--- src/rtl/gpms_pkg.sv ---
// Package for the grid path maximum block: sizes, types and helpers.
// Used by the interfaces, the cell unit, the output queue and the top level; depends on nothing.
package gpms_pkg;

    localparam int MAX_COLS   = 512;
    localparam int MAX_ROWS   = 512;
    localparam int MAX_SKIPS  = 2;
    localparam int NUM_COUNTS = MAX_SKIPS + 1;

    localparam int DIM_W = 10;
    localparam int VAL_W = 16;
    localparam int SUM_W = 32;

    localparam int COL_W = (MAX_COLS > 1) ? $clog2(MAX_COLS) : 1;
    localparam int ROW_W = (MAX_ROWS > 1) ? $clog2(MAX_ROWS) : 1;
    localparam int IDX_MAX_W = (COL_W > ROW_W) ? COL_W : ROW_W;
    localparam int POS_W = ((IDX_MAX_W > DIM_W) ? IDX_MAX_W : DIM_W) + 2;

    localparam int LINE_W = NUM_COUNTS * SUM_W;
    localparam int CFG_IDX_W = 1;

    typedef logic signed [SUM_W-1:0] t_sum;
    typedef logic signed [VAL_W-1:0] t_value;
    typedef logic [LINE_W-1:0] t_line;

    localparam t_sum UNREACHED = {1'b1, {(SUM_W-1){1'b0}}};

    typedef enum logic [CFG_IDX_W-1:0] {
        CFG_NUM_ROWS = 1'b0,
        CFG_NUM_COLS = 1'b1
    } t_cfg_idx;

    typedef struct packed {
        logic first;
        logic top_ok;
        logic left_ok;
    } t_cell_ctrl;

    function automatic logic [POS_W-1:0] clamp_dim(input logic [DIM_W-1:0] v, input int hi);
        logic [POS_W-1:0] r;
        r = POS_W'(v);
        if (v == '0) begin
            r = POS_W'(1);
        end else if (r > POS_W'(hi)) begin
            r = POS_W'(hi);
        end
        return r;
    endfunction

endpackage

--- src/rtl/gpms_if.sv ---


interface gpms_out_if;
    logic                   valid;
    logic                   ready;
    gpms_pkg::t_sum         best_amount;

    modport source (output valid, output best_amount, input ready);
    modport sink   (input valid, input best_amount, output ready);
endinterface

--- src/rtl/gpms_out_buf.sv ---
// Two-entry result queue in front of the output channel.
// Depends on gpms_pkg and the gpms_out_if interface.
module gpms_out_buf (
    input  logic              i_clk,
    input  logic              i_rst_n,
    input  logic              i_push,
    input  gpms_pkg::t_sum    i_data,
    input  logic              i_pend,
    output logic              o_can_take,
    gpms_out_if.source        o_res
);

    gpms_pkg::t_sum r_data [2];
    logic           r_wp;
    logic           r_rp;
    logic [1:0]     r_cnt;
    logic [1:0]     n_cnt;
    logic           pop;
    logic [2:0]     after;

    assign o_res.valid       = (r_cnt != 2'd0);
    assign o_res.best_amount = r_data[r_rp];
    assign pop               = o_res.valid && o_res.ready;

    // The result of the cell now in the update stage, plus one more from
    // a cell accepted now, must both fit.
    assign after      = 3'(r_cnt) - 3'(pop) + 3'(i_pend);
    assign o_can_take = (after <= 3'd1);

    always_comb begin
        n_cnt = r_cnt;
        if (i_push && !pop) begin
            n_cnt = r_cnt + 2'd1;
        end else if (!i_push && pop) begin
            n_cnt = r_cnt - 2'd1;
        end
    end

    always_ff @(posedge i_clk) begin
        if (!i_rst_n) begin
            r_wp  <= 1'b0;
            r_rp  <= 1'b0;
            r_cnt <= 2'd0;
        end else begin
            r_cnt <= n_cnt;
            if (i_push) begin
                r_wp <= ~r_wp;
            end
            if (pop) begin
                r_rp <= ~r_rp;
            end
        end
    end

    always_ff @(posedge i_clk) begin
        if (i_push) begin
            r_data[r_wp] <= i_data;
        end
    end

endmodule

--- src/flat_wrapper.sv ---
// flat-port wrapper written by rule: the top's interface ports become plain ports
module gpms_out_buf_flat 
  (i_clk, i_rst_n, i_push, i_data, i_pend, o_can_take, o_res_valid, o_res_best_amount, o_res_ready);
  gpms_out_if o_res_i ();
  input  logic i_clk;
  input  logic i_rst_n;
  input  logic i_push;
  input  gpms_pkg::t_sum i_data;
  input  logic i_pend;
  output logic o_can_take;
  output wire logic [$bits(o_res_i.valid)-1:0] o_res_valid;
  output wire logic [$bits(o_res_i.best_amount)-1:0] o_res_best_amount;
  input wire logic [$bits(o_res_i.ready)-1:0] o_res_ready;
  assign o_res_valid = o_res_i.valid;
  assign o_res_best_amount = o_res_i.best_amount;
  assign o_res_i.ready = o_res_ready;
  gpms_out_buf u_core (.i_clk(i_clk), .i_rst_n(i_rst_n), .i_push(i_push), .i_data(i_data), .i_pend(i_pend), .o_can_take(o_can_take), .o_res(o_res_i));
endmodule
--- config.mk ---
export PLATFORM = sky130hd
export DESIGN_NAME = gpms_out_buf_flat
export DESIGN_NICKNAME = d
export VERILOG_FILES = /design/src/rtl/gpms_pkg.sv /design/src/rtl/gpms_if.sv /design/src/rtl/gpms_out_buf.sv /design/src/flat_wrapper.sv
export SDC_FILE = /design/constraint.sdc
export NUM_CORES = 1
export LEC_CHECK = 0
export BUFFER_PORTS_ARGS = -buffer_cell sky130_fd_sc_hd__buf_2
export CORE_MARGIN = 5
export CORE_UTILIZATION = 25
export DETAILED_ROUTE_END_ITERATION = 6
export GPL_TIMING_DRIVEN = 1
export SETUP_SLACK_MARGIN = 0.5
export SLEW_MARGIN = 20
export SYNTH_ARGS = -nofsm -noshare
export SYNTH_HDL_FRONTEND = slang
export SYNTH_SLANG_ARGS = --single-unit
--- constraint.sdc ---
create_clock -name i_clk -period 3.3 [get_ports i_clk]
set_input_delay 0.165 -clock i_clk [delete_from_list [all_inputs] [get_ports i_clk]]
set_output_delay 0.165 -clock i_clk [all_outputs]
set_load 0.02 [all_outputs]
==> reports/results.tsv <==
stage	metric	value	unit
logic_synthesis	Synth async-reset ratio	0	%
logic_synthesis	post-synthesis net count	172	
logic_synthesis	Synth area leaders	edfxtp_1 74%, mux2_2 13%, dfxtp_1 3.9%	
drt	DR WL/cell	13.0	µm
layout	synthesis-to-finish area growth	32.8	%
pwr	clock power share	23.1	%
logic_synthesis	post-synthesis adder-cell area fraction	2.22	%
logic_synthesis	synthesized cell area	0.00259	mm²
setup_path	Setup crit end kind	primary output	
floorplan	Core Region	0.0102	mm²
logic_synthesis	top_reg_cell synth	edfxtp_1	
logic_synthesis	post-synthesis sequential area ratio	78.0	%
setup_path	Arr. time, crit path	2.18	ns
setup_path	r2r worst-path depth	1	
setup_path	crit-path max FO	5	
drt	via count	1425	
placed_design	GPL Wtd Cong	0.664	
worst_hold_path	Hold Path Class	primary input to register	
pwr	Net Switching	0.000722	W
worst_hold_path	hold path cells	1	
sta	Fin Hold WS	0.0333	ns
drt	DRC	0	
clock_tree	CTS sink cnt	69	
drt	overall routed net length	4.74	mm
drt	Vias/cell	3.91	
clock_tree	Post-CTS Setup Bufs	0	
drt	DR iter-0 viols	45	
placed_design	placed instance count	333	
setup_path	Setup crit start kind	register	
logic_synthesis	Synth Area per Inst	19.8	µm²
setup_path	critical path data required time	3.13	ns
run	max_cap viols	0	
sta	Final Cycle Share	71.0	%
layout	Post-Layout Inst Area	0.00344	mm²
layout	Nets	267	
clock_tree	root buffer cell	clkbuf_8	
pwr	VDD IR max	0.000491	V
pwr	Pleak	1.30	nW
pwr	Seq pwr share	48.3	%
sta	Max Clk Rate	427	MHz
logic_synthesis	#FFs+latches synth	69	
floorplan	die span in x	112	µm
placed_design	port bufs	70	
grt	largest net degree at the start of global routing	34	
clock_tree	CTS tree	yes	
floorplan	die area	0.0125	mm²
pwr	total power	0.00232	W
grt	antenna violations before repair	1	
logic_synthesis	Simple-Gate Fraction of Synth Area	1.98	%
clock_tree	CTS Buf Count	9	
layout	# diodes	0	
logic_synthesis	Yosys top cell area share	74.1	%
floorplan	Initial Util	25.4	%
sta	final hold violation count	0	
grt	first-pass GRT wire length	7.54	mm
floorplan	Die Y	112	µm
logic_synthesis	most instantiated cells after synthesis	64 x edfxtp_1, 30 x mux2_2, 5 x dfxtp_1, 5 x inv_1, 4 x and2_1	
drt	Initial DRT Pass Iterations	3	
clock_tree	worst skew pair latency	0.32	ns
logic_synthesis	most common cell in the netlist	edfxtp_1	
sta	Max Slew Vio Count	0	
sta	Finish-stage setup viols	0	
clock_tree	Bufs on Longest Clock Path	2	
clock_tree	H-tree Lvls	3	
logic_synthesis	cell taking the most area after synthesis	edfxtp_1	
placed_design	Area after DPL	0.00310	mm²
sta	fin crit period	2.34	ns
logic_synthesis	multiplexer share of the synthesized area	13.9	%
sta	Slew headroom	42.8	%
pwr	pwr dens	673	mW/mm²
grt	total track usage	8.00	%
pwr	Net Sw Frac	31.1	%
logic_synthesis	main combinational cell family by area after synthesis	multiplexers	
logic_synthesis	Synth Area in XOR/XNOR	1.35	%
setup_path	CP Class	register to primary output	
drt	antenna-violating nets left	0	
sta	RSZ-0062 raised after global routing	false	
grt	vias in the first global route	1493	
layout	layout cell share with drive strength beyond 1	51.3	%
layout	fin cells	364	
logic_synthesis	Compound-Gate Fraction of Synth Area	1.11	%
grt	total grt overflow	0	
logic_synthesis	post-synthesis cell count	131	
outcome	outcome	finished, final reports clean	
logic_synthesis	Yosys warning total	0	
pwr	Logic pwr share	28.6	%
placed_design	DP HPWL	2.91	mm
logic_synthesis	Distinct cells, synth	20	
clock_tree	Clock transition at path regs	0.07	ns
pwr	Pint	0.00160	W
logic_synthesis	EDFF count, synth	64	
sta	final setup TNS	0	ns
floorplan	I/O Pins	71	
sta	clock skew	0.00431	ns
floorplan	row cnt	37	
sta	Worst-Margin Slew	0.858	ns
==> cells by family after synthesis <==
kind of cell,after synthesis
flip-flops,69
multiplexers,32
buffers and inverters,9
AND/OR/NAND/NOR,9
AO/OA/AOI/OAI,4
XOR/XNOR,4
adder cells (fa/ha/maj),4
==> sequential cells by signal (all words and copies together), names as in the netlist, named ones only <==
signal,flops
u_core.r_wp,1
u_core.r_cnt,2
u_core.r_rp,1
u_core.r_data,64
==> timing repair <==
item / in CTS / in global routing
gates resized for setup: 0 / 0
endpoints found under the setup margin: 0 / 0
hold endpoints to repair: 2 / 29
hold buffers: 1 / 16
==> metal layers <==
layer	vias up	routed length [µm]	part of all wire [%]	global-route usage [%]
met5	-	7	0.15	0
met2	50	2190	46	12.8
met4	2	59	1.2	2.92
met1	688	2100	44	8.90
met3	7	390	8.2	4.51
li1	678	-	-	-
==> placed cells by master, fill, tap and decap left out <==
cell type	count
clkinv_1	1
inv_1	5
dfxtp_2	1
fa_1	1
mux2_1	2
xnor2_1	3
clkbuf_8	9
xor2_1	1
mux2_2	30
nor2b_1	1
buf_2	70
dlygate4sd3_1	17
and2_1	3
and2_2	1
dfxtp_1	4
o21ai_0	1
buf_16	1
o21a_1	1
edfxtp_1	64
nand2_1	1
o21ai_2	1
nor2b_4	1
ha_1	3
or3_1	1
a21boi_1	1
nor2_1	1
clkinv_2	3
==> final cells by class <==
class	instances	area (µm²)
inverters	5	18.8
fillers	1006	6790
multi-input cells	53	542
well taps	136	170
repair buffers	88	548
clock inverters	4	18.8
flip-flops and latches	69	2020
clock buffers	9	124
==> path summary, 6_finish.rpt <==
check	from	endpoint	slack, ns
hold / removal	i_data[16]	u_core.r_data[1][16]	0.03
hold reg to reg	u_core.r_cnt[1]	u_core.r_cnt[1]	0.55
setup / recovery	u_core.r_cnt[1]	o_can_take	0.96
setup reg to reg	u_core.r_wp	u_core.r_data[1][26]	1.79
==> through the flow <==
stage,worst slack (ns),utilization (%)
finish,0.957,33.7
global route,0.763,33.7
CTS,0.908,31.8
detailed placement,1.28,30.3
global placement,1.31,30.3
floorplan,1.10,-
==> power by group through the flow <==
stage | combinational, W | clock [W] | sequential [W]
finish | 0.000664 | 0.000536 | 0.00112
global route | 0.000729 | 0.000621 | 0.00114
CTS | 0.000658 | 0.000573 | 0.00113
detailed placement | 0.000653 | 0 | 0.00115
global placement | 0.000650 | 0 | 0.00115
floorplan | 0.000526 | 0 | 0.00107
==> critical path, cell delays in order (launching register included) <==
cell and delay, ns:
dfxtp_1 0.36, o21ai_2 0.20, inv_1 0.06, ha_1 0.27
inv_1 0.04, ha_1 0.18, fa_1 0.37, xnor2_1 0.13
nor2_1 0.08, buf_2 0.16
(Power assumes the default switching activity.)
