### src/rtl/gpms_pkg.sv
// Package for the grid path maximum block: sizes, types and helpers.
// Used by the interfaces, the cell unit, the output queue and the top level; depends on nothing.
package gpms_pkg;

    localparam int MAX_COLS   = 512;
    localparam int MAX_ROWS   = 512;
    localparam int MAX_SKIPS  = 2;
    localparam int NUM_COUNTS = MAX_SKIPS + 1;

    localparam int DIM_W = 10;
    localparam int VAL_W = 16;
    localparam int SUM_W = 32;

    localparam int COL_W = (MAX_COLS > 1) ? $clog2(MAX_COLS) : 1;
    localparam int ROW_W = (MAX_ROWS > 1) ? $clog2(MAX_ROWS) : 1;
    localparam int IDX_MAX_W = (COL_W > ROW_W) ? COL_W : ROW_W;
    localparam int POS_W = ((IDX_MAX_W > DIM_W) ? IDX_MAX_W : DIM_W) + 2;

    localparam int LINE_W = NUM_COUNTS * SUM_W;
    localparam int CFG_IDX_W = 1;

    typedef logic signed [SUM_W-1:0] t_sum;
    typedef logic signed [VAL_W-1:0] t_value;
    typedef logic [LINE_W-1:0] t_line;

    localparam t_sum UNREACHED = {1'b1, {(SUM_W-1){1'b0}}};

    typedef enum logic [CFG_IDX_W-1:0] {
        CFG_NUM_ROWS = 1'b0,
        CFG_NUM_COLS = 1'b1
    } t_cfg_idx;

    typedef struct packed {
        logic first;
        logic top_ok;
        logic left_ok;
    } t_cell_ctrl;

    function automatic logic [POS_W-1:0] clamp_dim(input logic [DIM_W-1:0] v, input int hi);
        logic [POS_W-1:0] r;
        r = POS_W'(v);
        if (v == '0) begin
            r = POS_W'(1);
        end else if (r > POS_W'(hi)) begin
            r = POS_W'(hi);
        end
        return r;
    endfunction

endpackage

### src/rtl/gpms_cell_unit.sv
// Per-cell update: best sums for each skip count from the top and left
// neighbors, and the best over all counts. Depends on gpms_pkg.
module gpms_cell_unit (
    input  gpms_pkg::t_cell_ctrl i_ctrl,
    input  gpms_pkg::t_value     i_value,
    input  gpms_pkg::t_line      i_top,
    input  gpms_pkg::t_line      i_left,
    output gpms_pkg::t_line      o_fresh,
    output gpms_pkg::t_sum       o_best
);

    gpms_pkg::t_sum top_v   [gpms_pkg::NUM_COUNTS];
    gpms_pkg::t_sum left_v  [gpms_pkg::NUM_COUNTS];
    gpms_pkg::t_sum prior   [gpms_pkg::NUM_COUNTS];
    gpms_pkg::t_sum fresh   [gpms_pkg::NUM_COUNTS];
    gpms_pkg::t_sum value_x;
    gpms_pkg::t_sum best;

    always_comb begin
        value_x = gpms_pkg::t_sum'(i_value);
        for (int k = 0; k < gpms_pkg::NUM_COUNTS; k++) begin
            top_v[k]  = i_ctrl.top_ok ? i_top[k*gpms_pkg::SUM_W +: gpms_pkg::SUM_W]
                                      : gpms_pkg::UNREACHED;
            left_v[k] = i_ctrl.left_ok ? i_left[k*gpms_pkg::SUM_W +: gpms_pkg::SUM_W]
                                       : gpms_pkg::UNREACHED;
            if (i_ctrl.first) begin
                prior[k] = (k == 0) ? '0 : gpms_pkg::UNREACHED;
            end else begin
                prior[k] = (top_v[k] > left_v[k]) ? top_v[k] : left_v[k];
            end
        end
        for (int k = 0; k < gpms_pkg::NUM_COUNTS; k++) begin
            fresh[k] = (prior[k] != gpms_pkg::UNREACHED) ? prior[k] + value_x
                                                        : gpms_pkg::UNREACHED;
            if (k > 0) begin
                if (value_x < 0 && prior[k-1] != gpms_pkg::UNREACHED
                        && prior[k-1] > fresh[k]) begin
                    fresh[k] = prior[k-1];
                end
            end
            o_fresh[k*gpms_pkg::SUM_W +: gpms_pkg::SUM_W] = fresh[k];
        end
        best = fresh[0];
        for (int k = 1; k < gpms_pkg::NUM_COUNTS; k++) begin
            if (fresh[k] > best) begin
                best = fresh[k];
            end
        end
        o_best = best;
    end

endmodule

### config.mk
export PLATFORM = sky130hd
export DESIGN_NAME = gpms_cell_unit
export DESIGN_NICKNAME = d
export VERILOG_FILES = /design/src/rtl/gpms_pkg.sv /design/src/rtl/gpms_cell_unit.sv
export SDC_FILE = /design/constraint.sdc
export NUM_CORES = 1
export LEC_CHECK = 0
export BUFFER_PORTS_ARGS = -buffer_cell sky130_fd_sc_hd__buf_2
export CAP_MARGIN = 30
export CORE_ASPECT_RATIO = 0.6
export CORE_MARGIN = 2
export CORE_UTILIZATION = 50
export DETAILED_ROUTE_END_ITERATION = 10
export PLACE_DENSITY = 0.85
export SYNTH_ARGS = -nofsm -noshare
export SYNTH_HDL_FRONTEND = slang
export SYNTH_SLANG_ARGS = --single-unit
### constraint.sdc
create_clock -name vclk -period 56.6
set_input_delay 16.98 -clock vclk [all_inputs]
set_output_delay 16.98 -clock vclk [all_outputs]
set_load 0.02 [all_outputs]
==> metrics.csv, run 1 <==
metric;value;unit
RSZ-0062 raised after global routing;false;
pin count of the biggest net entering global routing;98;
Leak;9.63;nW
synth unique cells;105;
Gate Count Post-Synth;2378;
Synth Area in Adders;0.245;
slew margin rel.;0.304;
combinational family with the most area after synthesis;compound AO/OA/AOI/OAI gates;
Core Box Area;31400;um2
ant diodes;0;
total track usage;0.405;
Crit Path Class;in -> out;
YS warnings;0;
post-DP HPWL;60100;um
WL per Instance;23.2;um
Residual DRC;0;
via density per instance;6.61;
dpl cells;3058;
max_cap viols;0;
Final min period;51340;ps
std cell rows;50;
worst-path maximum fanout;85;
CP Capture Type;output pin;
layout cells sized above 1;0.182;
total die area;33600;um2
fin. max-slew vios;0;
drt initial violations;2931;
post-CTS setup buffers;0;
hold-fix buffers at CTS;0;
chip height;143;um
Simple-Gate Fraction of Synth Area;0.295;
die width;235;um
fin crit share;0.907;
post-route ant nets;0;
slowest CP cell;buf_4;
Seq cells;0;
fillers;3135;
io pins;339;
xor/xnor share of the synthesized area;0.0398;
area occupied by multi-input gates;15100;um2
routed vias;20200;
WHS;34640;ps
WP data arrival;34360;ps
syn nets;2901;
Yosys top cell by area;ha_1;
NumNets Final;3167;
register area;0;um2
Starting Density;0.511;
area share of the largest cell type after synthesis;0.241;
area grow syn2layout;12.8;%
Layout Cells excl Fill;3058;
Hold WC Path Type;in -> out;
pwr dens;34.8;nW/um2
syn_area_per_cell;6.75;um2
initial antenna violation count;2;
layout clock buffer count;0;
Buffers on Ports;339;
Max VDD drop;73.1;uV
post-synthesis sequential area ratio;0;
WL final;71100;um
final setup fails;0;
final setup TNS;0;ps
Synth Area in Compound Gates;0.295;
Pre-antenna DRT Iters;7;
total power;0.630;mW
post-synthesis cell area;16000;um2
Max Freq;19.5;MHz
multiplexer share of the synthesized area;0.0606;
post-cts sizing count;0;
Hold Fails Final Rpt;0;
vias in the first global route;18100;
Required @ worst endpoint;39620;ps
synth top area cells;ha_1 (24%), nand2_1 (6.4%), a21oi_1 (6.2%);
GP Congestion;1.03;
critical path's largest stage delay;730;ps
Worst-Margin Slew;1030;ps
gr ovfl total;0;
Cell Area, Placed;18100;um2
status;complete, no violations;
CP Launch Type;input pin;
first-pass GRT wire length;107000;um
final instance area;18100;um2
[critical path, delay by kind of cell]
family,cells,cell delay [ps]
fa+ha+maj,5,1690
buf+inv,8,3020
simple gates,19,4950
compound gates,34,7310
mux,1,300
[synth_stat cells, types with 5 or more instances]
master	n
and4_1	8
ha_1	309
nor3_1	38
o21ai_0	100
a221oi_1	10
or3_1	13
o22ai_1	7
o41ai_1	16
nor4_1	21
buf_2	17
nand4_1	66
o211ai_1	21
clkbuf_1	74
o2111ai_1	6
inv_1	150
a31oi_1	64
o31ai_1	12
xor2_1	21
mux2i_1	52
a21o_1	95
and2_1	115
nor2b_1	51
nor2_1	183
a41oi_1	7
nand2_1	272
xnor2_1	52
a311oi_1	11
nand2b_1	28
o211a_1	8
mux2_2	35
o21a_1	41
a31o_2	8
a211oi_1	13
a21oi_1	198
buf_1	14
o21bai_1	13
or2_2	21
a2111oi_0	5
a21boi_0	7
nand3_1	65
and3_1	22
[final timing paths]
kind / startpoint / endpoint / slack (ps) / cells after the start
max: i_ctrl[0] / o_best[23] / 5260 / 67
min: i_value[0] / o_fresh[0] / 34640 / 4
[kinds of logic (layout without fill, tap and decap cells)]
group,Yosys count,after routing
multiplexers,91,91
buffers and inverters,261,525
AO/OA/AOI/OAI,705,705
AND/OR/NAND/NOR,935,935
XOR/XNOR,73,73
adder cells (fa/ha/maj),313,313
[area by class of cell]
class	instances	share of cell area
repair buffers	374	0.108
multi-input cells	2117	0.832
well taps	416	0.0288
inverters	151	0.0313
[report_power, final]
| part | switching (mW) | total [mW] | internal (mW) |
|---|---|---|---|
| sequential | 0 | 0 | 0 |
| combinational | 0.410 | 0.630 | 0.220 |
| clock | 0 | 0 | 0 |
| total | 0.410 | 0.630 | 0.220 |
[routing by layer]
layer,GRT usage,vias up,share of wire
li1,-,9289,-
met1,0.609,9489,0.45
met5,0,-,0.00018
met4,0.0674,2,0.020
met3,0.0938,122,0.14
met2,0.582,1298,0.39
[through the flow]
| stage | setup WS (ps) | util |
|---|---|---|
| detailed placement | 5970 | 0.576 |
| floorplan | 6270 | - |
| finish | 5260 | 0.576 |
| CTS | 5930 | 0.576 |
| global route | 4340 | 0.576 |
| global placement | 6080 | 0.576 |
[cells in the final DEF, fill, tap and decap left out, types with 5 or more instances in the layout]
| cell type | n |
|---|---|
| a2111oi_0 | 5 |
| a211oi_1 | 13 |
| a21boi_0 | 7 |
| a21o_1 | 95 |
| a21oi_1 | 198 |
| a221oi_1 | 10 |
| a311oi_1 | 11 |
| a31o_2 | 8 |
| a31oi_1 | 64 |
| a41oi_1 | 7 |
| and2_1 | 114 |
| and3_1 | 22 |
| and4_1 | 8 |
| buf_2 | 340 |
| buf_4 | 34 |
| ha_1 | 309 |
| inv_1 | 150 |
| mux2_2 | 35 |
| mux2i_1 | 52 |
| nand2_1 | 272 |
| nand2b_1 | 28 |
| nand3_1 | 64 |
| nand4_1 | 66 |
| nor2_1 | 183 |
| nor2b_1 | 51 |
| nor3_1 | 38 |
| nor4_1 | 20 |
| o2111ai_1 | 6 |
| o211a_1 | 8 |
| o211ai_1 | 21 |
| o21a_1 | 41 |
| o21ai_0 | 100 |
| o21bai_1 | 13 |
| o22ai_1 | 7 |
| o31ai_1 | 12 |
| o41ai_1 | 16 |
| or2_2 | 21 |
| or3_1 | 13 |
| xnor2_1 | 51 |
| xor2_1 | 21 |
(Power assumes the default switching activity.)
==> run 2: changes to the inputs <==
--- a/config.mk
+++ b/config.mk
@@ -9,9 +9,9 @@
 export CAP_MARGIN = 30
 export CORE_ASPECT_RATIO = 0.6
 export CORE_MARGIN = 2
-export CORE_UTILIZATION = 50
+export CORE_UTILIZATION = 35
 export DETAILED_ROUTE_END_ITERATION = 10
-export PLACE_DENSITY = 0.85
+export PLACE_DENSITY = 0.66
 export SYNTH_ARGS = -nofsm -noshare
 export SYNTH_HDL_FRONTEND = slang
 export SYNTH_SLANG_ARGS = --single-unit
==> run 2 against run 1 <==
Fmax up 0.37%. Critical endpoint unchanged. Cell area up 1.4%. Clock-buffer cell count unchanged. Sequential cell count unchanged. Largest cell class unchanged.
==> metrics.csv, run 2 (synthesis gave the netlist of run 1 again) <==
metric;value;unit;change
die width;280;um;+19%
post-CTS setup buffers;0;;unchanged
CP Capture Type;output pin;;
status;complete, no violations;;
CP Launch Type;input pin;;
Required @ worst endpoint;39620;ps;about the same
Layout Cells excl Fill;3239;;+5.9%
hold-fix buffers at CTS;0;;unchanged
Max Freq;19.6;MHz;+0.37%
post-route ant nets;0;;unchanged
fin crit share;0.904;;-0.00332
Pre-antenna DRT Iters;6;;-1
register area;0;um2;unchanged
pin count of the biggest net entering global routing;73;;-26%
Core Box Area;45000;um2;+43%
dpl cells;3229;;+5.6%
final setup TNS;0;ps;unchanged
area grow syn2layout;14.4;%;
vias in the first global route;17800;;-1.6%
io pins;339;;unchanged
Buffers on Ports;339;;unchanged
WL per Instance;23.0;um;-1.1%
post-cts sizing count;0;;unchanged
crit path from;i_ctrl[1];;
commonest non-fill, non-tap cells in the layout;buf_2 (339), ha_1 (309), nand2_1 (272);;
Crit Path Class;in -> out;;
Seq cells;0;;unchanged
NumNets Final;3167;;unchanged
fillers;4837;;+54%
fin. max-slew vios;0;;unchanged
via density per instance;6.09;;-7.8%
final setup fails;0;;unchanged
layout cells sized above 1;0.182;;+0.000379
layout clock buffer count;0;;unchanged
first-pass GRT wire length;109000;um;+2.1%
HP Start;i_value[0];;
critical path's largest stage delay;620;ps;-110 ps
chip height;170;um;+19%
Starting Density;0.356;;-0.155
drt initial violations;2376;;-19%
slew margin rel.;0.320;;+0.0162
total track usage;0.296;;-0.108
hold path depth;4;;unchanged
RSZ-0062 raised after global routing;false;;
CP most frequent cell;o21a_1;;
initial antenna violation count;1;;-1
post-DP HPWL;63900;um;+6.3%
std cell rows;60;;+20%
GP Congestion;1.03;;+0.52%
slowest CP cell;nor3b_1;;
WP data arrival;34170;ps;-190 ps
Worst-Margin Slew;1010;ps;-19.9 ps
worst-path maximum fanout;64;;-25%
gr ovfl total;0;;unchanged
Hold WC Path Type;in -> out;;
total die area;47600;um2;+42%
routed vias;19700;;-2.4%
max_cap viols;0;;unchanged
WL final;74400;um;+4.7%
most common cell after layout, fill and taps aside;buf_2;;
Hold Fails Final Rpt;0;;unchanged
Final min period;51150;ps;-188 ps
Residual DRC;0;;unchanged
run 2: changes by cell type in the layout (fill, tap and decap cells not counted), sizes merged:
cell,before,now
buf,374,373
clkbuf,0,1
diode,0,8
run 2: layout make-up:
| cell class | instances | area, um2 | area share |
|---|---|---|---|
| Multi-Input combinational cell | 2117 | 15100 | 0.821 |
| Inverter | 151 | 567 | 0.0309 |
| Timing Repair Buffer | 374 | 1960 | 0.107 |
| Antenna cell | 8 | 20.0 | 0.00109 |
| Tap cell | 589 | 737 | 0.0402 |
run 2: worst max-delay path, delay by kind of cell:
kind	cells	cell delay, ps
AND/OR/NAND/NOR	19	4740
buffers and inverters	9	3080
adder cells (fa/ha/maj)	5	1730
multiplexers	1	290
AO/OA/AOI/OAI	34	7260
run 2: worst paths after layout:
check / endpoint / slack, ps
worst min-delay path: o_fresh[0] / 34630
worst max-delay path: o_best[23] / 5450
run 2: metal layers:
metal,global-route usage,routed length (um)
met1,0.452,35100
met2,0.434,29900
met3,0.0478,7840
met4,0.0523,1560
met5,0,0
run 2: through the flow:
step | instance area (um2) | hold WS (ps) | setup slack, ps | util
finish | 18400 | 34630 | 5450 | 0.407
global route | 18300 | 34680 | 4480 | 0.407
CTS | 18300 | 34640 | 5800 | 0.407
detailed placement | 18300 | 34640 | 5890 | 0.407
global placement | 18300 | 34650 | 6060 | 0.406
floorplan | 16000 | 34300 | 6270 | -
